### src/design/mst_pkg.sv
`timescale 1ns / 1ps
`default_nettype none
package mst_pkg;

    localparam int FRAC_BITS  = 11;
    localparam int DATA_WIDTH = 16;
    localparam int SIG_DEPTH  = 256;
    localparam int SIG_IDX_W  = $clog2(SIG_DEPTH);
    localparam int OPW        = 24;
    localparam int MW         = 32;
    localparam int NUM_W      = 9;

    // operation codes of an input item
    localparam logic [1:0] MODE_INFER = 2'd0;
    localparam logic [1:0] MODE_TRAIN = 2'd1;
    localparam logic [1:0] MODE_LOAD  = 2'd2;
    localparam logic [1:0] MODE_SPARE = 2'd3;

    typedef struct packed {
        logic [1:0]         mode;
        logic signed [15:0] x_first;
        logic signed [15:0] x_second;
        logic [11:0]        target;
        logic [3:0]         weight_index;
        logic signed [15:0] weight_value;
    } t_in_item;

    typedef struct packed {
        logic [11:0] prediction;
        logic [11:0] squared_error;
    } t_out_item;

    typedef logic [11:0] t_sig_rom [SIG_DEPTH];

    // sigmoid of a non-negative Q30 argument, Q.FRAC_BITS result
    function automatic logic [11:0] sig_pos(input longint unsigned u);
        longint unsigned v, v2, v3, v4, r, d, rem, q, s;
        v  = u >> 8;
        v2 = (v * v) >> 30;
        v3 = (v2 * v) >> 30;
        v4 = (v3 * v) >> 30;
        r  = (64'd1 << 30) - v + v2 / 2 - v3 / 6 + v4 / 24;
        for (int i = 0; i < 8; i++) begin
            r = (r * r) >> 30;
        end
        // restoring long division of 2^60 by (2^30 + r)
        d   = (64'd1 << 30) + r;
        rem = 0;
        q   = 0;
        for (int i = 60; i >= 0; i--) begin
            rem = (rem << 1) | ((i == 60) ? 64'd1 : 64'd0);
            if (rem >= d) begin
                rem = rem - d;
                q   = q | (64'd1 << i);
            end
        end
        s = (q + (64'd1 << (29 - FRAC_BITS))) >> (30 - FRAC_BITS);
        return s[11:0];
    endfunction

    function automatic t_sig_rom build_sig_rom();
        t_sig_rom rom;
        longint c;
        for (int k = 0; k < SIG_DEPTH; k++) begin
            c = -(longint'(8) << 30)
                + ((longint'(2 * k + 1)) * (longint'(8) << 30)) / SIG_DEPTH;
            if (c >= 0) begin
                rom[k] = sig_pos(longint'(c));
            end else begin
                rom[k] = 12'(13'(1 << FRAC_BITS) - 13'(sig_pos(longint'(-c))));
            end
        end
        return rom;
    endfunction

    localparam t_sig_rom SIG_ROM = build_sig_rom();

    // saturate a widened weight sum to the weight width
    function automatic logic signed [DATA_WIDTH-1:0] sat_w(input logic signed [MW+1:0] v);
        logic signed [MW+1:0] hi, lo;
        hi = (MW+2)'((64'd1 << (DATA_WIDTH - 1)) - 1);
        lo = -hi - 1;
        if (v > hi) return hi[DATA_WIDTH-1:0];
        if (v < lo) return lo[DATA_WIDTH-1:0];
        return v[DATA_WIDTH-1:0];
    endfunction

endpackage
`default_nettype wire

### src/design/mlp_2_2_1_sgd_trainer_unit.sv
`timescale 1ns / 1ps
`default_nettype none
// Load and spare items finish in the decode step, infer after the forward pass, train
// after the backprop and weight-update steps as well. One item in flight; the input
// stalls until its result is registered. All multiplies go through one shared 24x24
// multiplier stepped by the sequencer.
// Reset (synchronous, active low): weights cleared to zero, learning rate 205 (0.1),
// no result pending.
module mlp_2_2_1_sgd_trainer_unit (
    input  wire logic              i_clk,
    input  wire logic              i_rst_n,
    input  wire logic              i_in_valid,
    output logic                   o_in_stall,
    input  wire mst_pkg::t_in_item i_in_item,
    output logic                   o_out_valid,
    input  wire logic              i_out_stall,
    output mst_pkg::t_out_item     o_out_item,
    input  wire logic              i_cfg_valid,
    output logic                   o_cfg_ready,
    input  wire logic [11:0]       i_cfg_data
);
    import mst_pkg::*;

    localparam logic [4:0] S_DEC  = 5'd0,  S_H1A = 5'd1,  S_H1B = 5'd2,  S_H2A = 5'd3;
    localparam logic [4:0] S_H2B  = 5'd4,  S_YA  = 5'd5,  S_YB  = 5'd6,  S_SQ  = 5'd7;
    localparam logic [4:0] S_DSY  = 5'd8,  S_DO  = 5'd9,  S_T1  = 5'd10, S_U1  = 5'd11;
    localparam logic [4:0] S_DH1  = 5'd12, S_T2  = 5'd13, S_U2  = 5'd14, S_DH2 = 5'd15;
    localparam logic [4:0] S_SO   = 5'd16, S_SH1 = 5'd17, S_SH2 = 5'd18, S_W4  = 5'd19;
    localparam logic [4:0] S_W5   = 5'd20, S_W0  = 5'd21, S_W1  = 5'd22, S_W2  = 5'd23;
    localparam logic [4:0] S_W3   = 5'd24, S_FIN = 5'd25;

    localparam logic signed [13:0] ONE14 = 14'(1 << FRAC_BITS);

    logic                         r_busy;
    logic [4:0]                   r_step;
    t_in_item                     r_item;
    logic [11:0]                  r_lr;
    logic signed [DATA_WIDTH-1:0] r_w [NUM_W];
    logic signed [OPW-1:0]        r_acc, r_t, r_u, r_dout, r_dh1, r_dh2, r_sout, r_sh1, r_sh2;
    logic [11:0]                  r_h1, r_h2, r_y;
    logic                         r_out_valid;
    t_out_item                    r_out;

    logic signed [OPW-1:0] w_a, w_b, w_z;
    logic signed [MW-1:0]  w_m;
    logic [11:0]           w_sig;
    logic signed [13:0]    w_err;
    logic                  w_out_free;
    logic                  w_done;

    mst_mul_unit u_mul (.i_a(w_a), .i_b(w_b), .o_m(w_m));
    mst_sigmoid  u_sig (.i_z(w_z), .o_s(w_sig));

    assign o_in_stall  = r_busy;
    assign o_cfg_ready = 1'b1;
    assign o_out_valid = r_out_valid;
    assign o_out_item  = r_out;
    assign w_out_free  = !r_out_valid || !i_out_stall;
    assign w_err       = $signed({2'b00, r_item.target}) - $signed({2'b00, r_y});

    // result register loads this cycle
    always_comb begin
        w_done = 1'b0;
        if (r_busy && w_out_free) begin
            case (r_step)
                S_DEC:   w_done = (r_item.mode != MODE_INFER) && (r_item.mode != MODE_TRAIN);
                S_DSY:   w_done = (r_item.mode == MODE_INFER);
                S_FIN:   w_done = 1'b1;
                default: w_done = 1'b0;
            endcase
        end
    end

    // operand selection for the shared multiplier and sigmoid argument
    always_comb begin
        w_a = '0;
        w_b = '0;
        w_z = '0;
        case (r_step)
            S_H1A: begin w_a = OPW'(r_item.x_first);  w_b = OPW'(r_w[0]); end
            S_H1B: begin w_a = OPW'(r_item.x_second); w_b = OPW'(r_w[1]); end
            S_H2A: begin w_a = OPW'(r_item.x_first);  w_b = OPW'(r_w[2]);
                         w_z = r_acc + OPW'(r_w[6]); end
            S_H2B: begin w_a = OPW'(r_item.x_second); w_b = OPW'(r_w[3]); end
            S_YA:  begin w_a = OPW'({1'b0, r_h1});    w_b = OPW'(r_w[4]);
                         w_z = r_acc + OPW'(r_w[7]); end
            S_YB:  begin w_a = OPW'({1'b0, r_h2});    w_b = OPW'(r_w[5]); end
            S_SQ:  begin w_z = r_acc + OPW'(r_w[8]); end
            S_DSY: begin w_a = OPW'({1'b0, r_y});     w_b = OPW'(ONE14 - $signed({2'b00, r_y})); end
            S_DO:  begin w_a = OPW'(w_err);           w_b = r_t; end
            S_T1:  begin w_a = r_dout;                w_b = OPW'(r_w[4]); end
            S_U1:  begin w_a = OPW'({1'b0, r_h1});    w_b = OPW'(ONE14 - $signed({2'b00, r_h1})); end
            S_DH1: begin w_a = r_t;                   w_b = r_u; end
            S_T2:  begin w_a = r_dout;                w_b = OPW'(r_w[5]); end
            S_U2:  begin w_a = OPW'({1'b0, r_h2});    w_b = OPW'(ONE14 - $signed({2'b00, r_h2})); end
            S_DH2: begin w_a = r_t;                   w_b = r_u; end
            S_SO:  begin w_a = OPW'({1'b0, r_lr});    w_b = r_dout; end
            S_SH1: begin w_a = OPW'({1'b0, r_lr});    w_b = r_dh1; end
            S_SH2: begin w_a = OPW'({1'b0, r_lr});    w_b = r_dh2; end
            S_W4:  begin w_a = r_sout;                w_b = OPW'({1'b0, r_h1}); end
            S_W5:  begin w_a = r_sout;                w_b = OPW'({1'b0, r_h2}); end
            S_W0:  begin w_a = r_sh1;                 w_b = OPW'(r_item.x_first); end
            S_W1:  begin w_a = r_sh1;                 w_b = OPW'(r_item.x_second); end
            S_W2:  begin w_a = r_sh2;                 w_b = OPW'(r_item.x_first); end
            S_W3:  begin w_a = r_sh2;                 w_b = OPW'(r_item.x_second); end
            // squared error on the last pass, y still held
            S_FIN: begin w_a = OPW'(w_err);           w_b = OPW'(w_err); end
            default: begin end
        endcase
    end

    // sequencer, weights and result register
    always_ff @(posedge i_clk) begin
        if (!i_rst_n) begin
            r_busy      <= 1'b0;
            r_step      <= S_DEC;
            r_out_valid <= 1'b0;
            r_lr        <= 12'd205;
            for (int i = 0; i < NUM_W; i++) begin
                r_w[i] <= '0;
            end
        end else begin
            if (i_cfg_valid) begin
                r_lr <= i_cfg_data;
            end
            if (w_done) begin
                r_out_valid <= 1'b1;
            end else if (r_out_valid && !i_out_stall) begin
                r_out_valid <= 1'b0;
            end
            if (!r_busy) begin
                if (i_in_valid) begin
                    r_item <= i_in_item;
                    r_busy <= 1'b1;
                    r_step <= S_DEC;
                end
            end else begin
                case (r_step)
                    S_DEC: begin
                        if (r_item.mode == MODE_INFER || r_item.mode == MODE_TRAIN) begin
                            r_step <= S_H1A;
                        end else if (w_out_free) begin
                            if (r_item.mode == MODE_LOAD && r_item.weight_index < 4'(NUM_W)) begin
                                r_w[r_item.weight_index] <= r_item.weight_value;
                            end
                            r_out  <= '0;
                            r_busy <= 1'b0;
                        end
                    end
                    S_H1A, S_H2A: begin
                        r_acc <= OPW'(w_m);
                        if (r_step == S_H2A) r_h1 <= w_sig;
                        r_step <= r_step + 5'd1;
                    end
                    S_H1B, S_H2B, S_YB: begin
                        r_acc  <= r_acc + OPW'(w_m);
                        r_step <= r_step + 5'd1;
                    end
                    S_YA: begin
                        r_h2   <= w_sig;
                        r_acc  <= OPW'(w_m);
                        r_step <= S_YB;
                    end
                    S_SQ: begin
                        // latch y, then infer finishes or train goes on
                        r_y    <= w_sig;
                        r_step <= S_DSY;
                    end
                    S_DSY: begin
                        if (r_item.mode == MODE_INFER) begin
                            if (w_out_free) begin
                                r_out.prediction    <= r_y;
                                r_out.squared_error <= '0;
                                r_busy              <= 1'b0;
                            end
                        end else begin
                            r_t    <= OPW'(w_m);
                            r_step <= S_DO;
                        end
                    end
                    S_DO: begin
                        r_dout <= OPW'(w_m);
                        r_step <= S_T1;
                    end
                    S_T1, S_T2: begin
                        r_t    <= OPW'(w_m);
                        r_step <= r_step + 5'd1;
                    end
                    S_U1, S_U2: begin
                        r_u    <= OPW'(w_m);
                        r_step <= r_step + 5'd1;
                    end
                    S_DH1: begin
                        r_dh1  <= OPW'(w_m);
                        r_step <= S_T2;
                    end
                    S_DH2: begin
                        r_dh2  <= OPW'(w_m);
                        r_step <= S_SO;
                    end
                    S_SO: begin
                        r_sout <= OPW'(w_m);
                        r_step <= S_SH1;
                    end
                    S_SH1: begin
                        r_sh1  <= OPW'(w_m);
                        r_step <= S_SH2;
                    end
                    S_SH2: begin
                        r_sh2  <= OPW'(w_m);
                        r_step <= S_W4;
                    end
                    S_W4: begin
                        r_w[4] <= sat_w((MW+2)'(r_w[4]) + (MW+2)'(w_m));
                        r_w[8] <= sat_w((MW+2)'(r_w[8]) + (MW+2)'(r_sout));
                        r_step <= S_W5;
                    end
                    S_W5: begin
                        r_w[5] <= sat_w((MW+2)'(r_w[5]) + (MW+2)'(w_m));
                        r_step <= S_W0;
                    end
                    S_W0: begin
                        r_w[0] <= sat_w((MW+2)'(r_w[0]) + (MW+2)'(w_m));
                        r_w[6] <= sat_w((MW+2)'(r_w[6]) + (MW+2)'(r_sh1));
                        r_step <= S_W1;
                    end
                    S_W1: begin
                        r_w[1] <= sat_w((MW+2)'(r_w[1]) + (MW+2)'(w_m));
                        r_step <= S_W2;
                    end
                    S_W2: begin
                        r_w[2] <= sat_w((MW+2)'(r_w[2]) + (MW+2)'(w_m));
                        r_w[7] <= sat_w((MW+2)'(r_w[7]) + (MW+2)'(r_sh2));
                        r_step <= S_W3;
                    end
                    S_W3: begin
                        r_w[3] <= sat_w((MW+2)'(r_w[3]) + (MW+2)'(w_m));
                        r_step <= S_FIN;
                    end
                    S_FIN: begin
                        if (w_out_free) begin
                            r_out.prediction    <= r_y;
                            // err^2 from the multiplier, clipped to 4095
                            r_out.squared_error <= (w_m > MW'(4095)) ? 12'hFFF : w_m[11:0];
                            r_busy              <= 1'b0;
                        end
                    end
                    default: begin
                        r_busy <= 1'b0;
                    end
                endcase
            end
        end
    end

endmodule
`default_nettype wire

### src/design/mst_mul_unit.sv
`timescale 1ns / 1ps
`default_nettype none
module mst_mul_unit (
    input  wire logic signed [mst_pkg::OPW-1:0] i_a,
    input  wire logic signed [mst_pkg::OPW-1:0] i_b,
    output logic signed [mst_pkg::MW-1:0]       o_m
);
    import mst_pkg::*;

    logic signed [2*OPW-1:0] w_p;

    // fixed-point product, low fraction bits dropped (floor)
    assign w_p = i_a * i_b;
    assign o_m = MW'(w_p >>> FRAC_BITS);

endmodule
`default_nettype wire

### src/design/mst_sigmoid.sv
`timescale 1ns / 1ps
`default_nettype none
module mst_sigmoid (
    input  wire logic signed [mst_pkg::OPW-1:0] i_z,
    output logic [11:0]                         o_s
);
    import mst_pkg::*;

    localparam int LIM_W = FRAC_BITS + 4;
    localparam logic signed [OPW-1:0] LIM = OPW'(1 << (FRAC_BITS + 3));

    logic signed [OPW-1:0] w_sat;
    logic [OPW-1:0]        w_off;

    // clamp to [-8, 8) and take the top bits of the offset as index
    always_comb begin
        w_sat = i_z;
        if (i_z < -LIM)       w_sat = -LIM;
        else if (i_z > LIM - 1) w_sat = LIM - 1;
        w_off = OPW'(w_sat + LIM);
        o_s   = SIG_ROM[w_off[LIM_W-1 -: SIG_IDX_W]];
    end

endmodule
`default_nettype wire

### config.mk
export PLATFORM = sky130hd
export DESIGN_NAME = mlp_2_2_1_sgd_trainer_unit
export DESIGN_NICKNAME = d
export VERILOG_FILES = /design/src/design/mst_pkg.sv /design/src/design/mlp_2_2_1_sgd_trainer_unit.sv /design/src/design/mst_mul_unit.sv /design/src/design/mst_sigmoid.sv
export SDC_FILE = /design/constraint.sdc
export NUM_CORES = 2
export LEC_CHECK = 0
export BUFFER_PORTS_ARGS = -buffer_cell sky130_fd_sc_hd__buf_2
export CELL_PAD_IN_SITES_DETAIL_PLACEMENT = 0
export CELL_PAD_IN_SITES_GLOBAL_PLACEMENT = 1
export CORE_ASPECT_RATIO = 1.4
export CORE_MARGIN = 5
export CORE_UTILIZATION = 50
export DETAILED_ROUTE_END_ITERATION = 10
export PLACE_DENSITY = 0.92
export RECOVER_POWER = 25
export SKIP_CTS_REPAIR_TIMING = 1
export SYNTH_ARGS = -nofsm -noshare
export SYNTH_HDL_FRONTEND = slang
export SYNTH_SLANG_ARGS = --single-unit
### constraint.sdc
create_clock -name i_clk -period 38.2 [get_ports i_clk]
set_clock_uncertainty 0.1 [all_clocks]
set_input_delay 5.73 -clock i_clk [delete_from_list [all_inputs] [get_ports i_clk]]
set_output_delay 5.73 -clock i_clk [all_outputs]
set_load 0.005 [all_outputs]
Yosys cells after proc, flatten, opt, wreduce, memory -nomap -nowiden
Memories as Yosys holds them, arrays and structs flattened.
Cells that the tools add are included.

storage, ports and cells
  flip-flop bits (word level) = 361
  latch bits = 0
  logic and storage cells = 389
  memories = 2
  output and inout port bits = 27
  ROM bits = 3072
  bits in writable memories = 144

cells by class
  bitwise logic cells = 11
  divide/modulo/power cells = 0
  shifts and indexed selects = 0
  muxes and demuxes = 220
  add/sub/neg operators = 19
  eq/ne operators = 37
  reductions and logical operators = 52
  order comparisons = 23
  multiply operators = 1

memories
  name              words  bits a word  rd ports  clocked after Yosys merged registers in  write ports  line                              text
  (name not given)  256    12           1         0                                        0            mst_sigmoid.sv:21                 o_s = SIG_ROM[w_off[LIM_W-1 -: SIG_IDX_W]];
  r_w               9      16           9         0                                        9            mlp_2_2_1_sgd_trainer_unit.sv:38  logic signed [DATA_WIDTH-1:0] r_w [NUM_W];

operators by type and width
  operator                  count
  $mux W16                  73
  $pmux W24 S19             1
  $pmux W24 S12             1
  $add A16 B32 Y33          6
  $gt A33 B16 Y1 const B    6
  $lt A33 B16 Y1 const B    6
  $mux W24                  6
  $pmux W24 S3              2
  $mux W1                   122
  $pmux W24 S2              2
  $pmux W5 S17              1
  $add A16 B24 Y25          3
  $gt A25 B16 Y1 const B    3
  $lt A25 B16 Y1 const B    3
  $add A24 B16 Y24          3
  $eq A5 B5 Y1 const B      10
  $mul A24 B24 Y43          1
  $eq A5 B4 Y1 const B      8
  $sub A12 B12 Y13 const A  3
  $mux W12                  3
  $reduce_and A3 Y1         11
  $gt A32 B13 Y1 const B    1
  $mux W15                  2
  $reduce_or A2 Y1          15
  37 further kinds          71

Longest topological paths before layout
  depth in word-level cells = 21
  mapped depth = 60
  gate-level depth less buffers = 57

Modules after synthesis
A second synthesis with hierarchy kept.

unflattened totals
  cell total of the unflattened synthesis = 6694
  area total of the unflattened synthesis = 61509.0 µm²

modules (own cells, without submodules)
  module                      seq. area each (µm²)  area an instance (µm²)  cells an instance  times used
  mlp_2_2_1_sgd_trainer_unit  14974.4               39542.9                 4155               1
  mst_mul_unit                0.0                   19198.4                 2083               1
  mst_sigmoid                 0.0                   2767.7                  456                1

Worst setup path after synthesis
No wires, ideal clock.

  path type = flip-flop to flip-flop
  start = reg r_step[3]
  end = mem r_w[1][10], data pin
  setup slack = 24.446 ns
  required time = 37.839 ns
  stages on the path, launching flop included = 55
  buffers on the path = 11
  library setup time = 0.261 ns
  data arrival time = 13.393 ns
  period minus slack after synthesis = 13.754 ns
  cell sequence = dfxtp_1 > buf_4 > buf_6 > buf_6 > buf_2 > buf_1 > and3_1 > ha_1 > a21o_1 > clkbuf_1 > clkbuf_1 > clkbuf_1 > clkbuf_1 > a22oi_1 > nand3_1 > a21oi_1 > nand2_1 > clkbuf_1 > [19 not listed] > a211oi_2 > o41ai_1 > a21oi_2 > xnor2_1 > ha_1 > a21oi_1 > o21ai_0 > a2111oi_0 > a211oi_1 > nor2_1 > o21ai_0 > xor2_1 > or4b_2 > nand4b_1 > nor4_1 > nor2_1 > clkbuf_1 > a221o_1

RTL lines
  what                      line                               text
  start: declaration        mlp_2_2_1_sgd_trainer_unit.sv:35   logic [4:0] r_step;
  start signal: assignment  mlp_2_2_1_sgd_trainer_unit.sv:153  r_step <= r_step + 5'd1;
  start signal: assignment  mlp_2_2_1_sgd_trainer_unit.sv:157  r_step <= r_step + 5'd1;
  start signal: assignment  mlp_2_2_1_sgd_trainer_unit.sv:187  r_step <= r_step + 5'd1;
  end: declaration          mlp_2_2_1_sgd_trainer_unit.sv:38

==> out/results.txt <==
HP Class: flip-flop to flip-flop
leakage power: 27.79 nW
CTS H-tree lvls: 2
io pins: 110
Tmin final: 16.79 ns
post-synth cell types: 110
DP Area: 62,630 µm²
total gr overflow: 0
synthesized area: 59,770 µm²
Least-Margin Pin Slew: 4.963 ns
Synth Warn #: 0
top cells by count, synth: inv_1, nand2_1, fa_1, edfxtp_1, ha_1
slowest CP cell: clkbuf_1
number of enable flip-flop cells after synthesis: 482
max-cap viol count: 8
RSZ-0062 raised after global routing: false
Synth Instances: 6,501
failing checks: capacitance limit, slew limit
dpl hpwl: 183,700 µm
vias per cell: 6.566
Initial Util: 50.16%
row count: 150
period utilization: 43.94%
fin cells: 8,178
initial antenna violation count: 15
Num CTS Buffers: 52
HP Start: r_step[0]
critical path class: flip-flop to flip-flop
Max IR drop VDD: 0.04561 mV
max incr delay on CP: 1.07 ns
status: complete, but fails checks
TNS Setup: 0 ns
final setup violating endpoints: 0
Routed WL per cell: 29.26 µm
Critical Path Fanout Max: 23
P&R area growth vs syn: 7.783%
post-route cell area: 64,430 µm²
Slew headroom: -230.8%
Die X: 302.2 µm
Syn Area/Cell: 9.195 µm²
clk sinks: 501
Yosys top cell area share: 24.21%
final WL: 239,300 µm
post-route antenna net violation count: 0
placed instance count: 8,076
ys async rst share: 0%
Most common cell on crit path: fa_1
WP data required: 38.50 ns
reg2reg start: r_step[0]
Syn Nets: 7,624
Synth Register Bits: 501
Root Buffer: clkbuf_16
FMAX: 0.05957 GHz
number of remaining DRC errors: 0
fraction of layout cells with a size suffix above 1: 6.813%
final hold violation count: 0
count leader, synth: inv_1
Max Root-Sink Buffers: 3
port buffer count: 107
TritonRoute pass-1 iters: 9
first-pass GRT wire length: 348,700 µm
TritonCTS clock tree: yes
Die ar.: 126,700 µm²
Synth area leaders: edfxtp_1, fa_1, ha_1
Final Slew Violations: 221
worst-skew pair later-pin latency: 0.65 ns
CP Launch Point: r_step[0]
Startpoint Class: flip-flop
Worst-path clk slew: 0.07 ns
Die Height: 419.1 µm
Final GP Congestion: 1.103
DRT iter0 DRCs: 6,602
nets: 7,657
cell taking the most area after synthesis: edfxtp_1
filler instances: 10,830
CP Data Arrival Time: 17.08 ns
crit end category: flip-flop
CORE AREA: 119,200 µm²
Global Route Usage Sum: 37.14%
largest net degree at the start of global routing: 68
Post-synth top flop: edfxtp_1
via count: 53,700
vias in the first global route: 53,910
pwr dens: 23.42 nW/µm²
post-layout util: 54.06%
register area share after synthesis: 24.85%
==> sequential cells by signal, summed over array words and instances (netlist names), 24 cells and up <==
register and cells:
r_dout 24, r_w 144, r_t 24, r_sh1 24
r_u 24, r_sh2 24, r_acc 24, r_dh2 24
r_sout 24, r_dh1 24, r_item 66
==> kinds of logic (layout without fill, tap and decap cells) <==
family                   Yosys count  count (layout)  synth area share (%)
adder cells (fa/ha/maj)         1040            1040                 28.87
flip-flops                       501             501                 24.85
AND/OR/NAND/NOR                 1949            1949                 15.55
buffers and inverters           1107            1182                 7.146
AO/OA/AOI/OAI                   1555            1555                 18.35
multiplexers                      35              35                0.6489
other                              2               8               0.01256
XOR/XNOR                         312             312                 4.572
==> layer usage <==
layer / vias to the layer above / track usage [%] / share of wire (%)
met4: 8 / 30.24 / 11
li1: 23030 / - / -
met1: 26250 / 43.06 / 34
met5: - / 0 / 0.014
met3: 1059 / 7.623 / 9.9
met2: 3348 / 59.35 / 45
==> power breakdown <==
part           total [W]  internal, W  leakage [nW]  switching, W
registers       0.000632     0.000615          4.73     0.0000175
logic           0.000288    0.0000960          22.1      0.000192
clock network   0.000589     0.000339         0.916      0.000250
==> final timing paths <==
path | endpoint | slack, ns | cells after the start
min | r_step[0] | 0.46 | 2
max | r_w[1][4] | 21.41 | 43
max reg2reg | r_w[1][4] | 21.41 | 43
min reg2reg | r_step[0] | 0.46 | 2
==> placed cells by master, fill, tap and decap left out, drive strengths merged, types with 27 or more instances in the layout <==
| cell type | Yosys | routed |
|---|---|---|
| edfxtp | 482 | 482 |
| nand2 | 759 | 759 |
| a221oi | 44 | 44 |
| buf | 58 | 236 |
| xor2 | 98 | 98 |
| clkbuf | 223 | 80 |
| ha | 475 | 475 |
| nor3 | 124 | 124 |
| nand4 | 56 | 56 |
| a21oi | 326 | 326 |
| o21ai | 254 | 254 |
| xnor2 | 214 | 214 |
| a22o | 29 | 29 |
| nor2b | 69 | 69 |
| nor2 | 375 | 375 |
| o211ai | 52 | 52 |
| fa | 565 | 565 |
| inv | 825 | 832 |
| a222oi | 31 | 31 |
| or3 | 40 | 40 |
| a22oi | 147 | 147 |
| and3 | 43 | 43 |
| a211o | 38 | 38 |
| a221o | 74 | 74 |
| nor4 | 44 | 44 |
| mux2i | 27 | 27 |
| o21bai | 39 | 39 |
| a21o | 108 | 108 |
| o21a | 57 | 57 |
| o22ai | 28 | 28 |
| or2 | 29 | 29 |
| a31oi | 40 | 40 |
| nand2b | 88 | 88 |
| and2 | 106 | 106 |
| nand3 | 117 | 117 |
| a211oi | 45 | 45 |
==> area by class of cell <==
cell class | instances | area (µm²) | share of cell area (%)
clock buffer | 56 | 1338 | 2.076
antenna | 6 | 15.01 | 0.02331
tap | 1596 | 1997 | 3.100
inverter | 826 | 3100 | 4.812
sequential | 501 | 14860 | 23.06
timing repair buffer | 260 | 1624 | 2.521
clock inverter | 40 | 568.0 | 0.8817
multi-input combinational | 4893 | 40930 | 63.53
==> stage by stage <==
stage	hold WS [ns]	setup WS (ns)	power (W)
after floorplan	0.3404	24.45	0.0008131
after global placement	0.4356	22.34	0.0009176
after detailed placement	0.4421	22.28	0.0009214
after CTS	0.4516	22.21	0.001501
after global routing	0.4780	20.92	0.001548
final	0.4627	21.41	0.001509
==> worst max-delay path, delay by kind of cell (launching register included) <==
kind	cells	cell delay (ns)
simple gates	14	4.95
fa+ha+maj	10	4.56
compound gates	11	3.75
buf+inv	6	2.29
flops	1	0.44
xor+xnor	2	0.36
No activity file was read; power rests on OpenSTA's default activity.
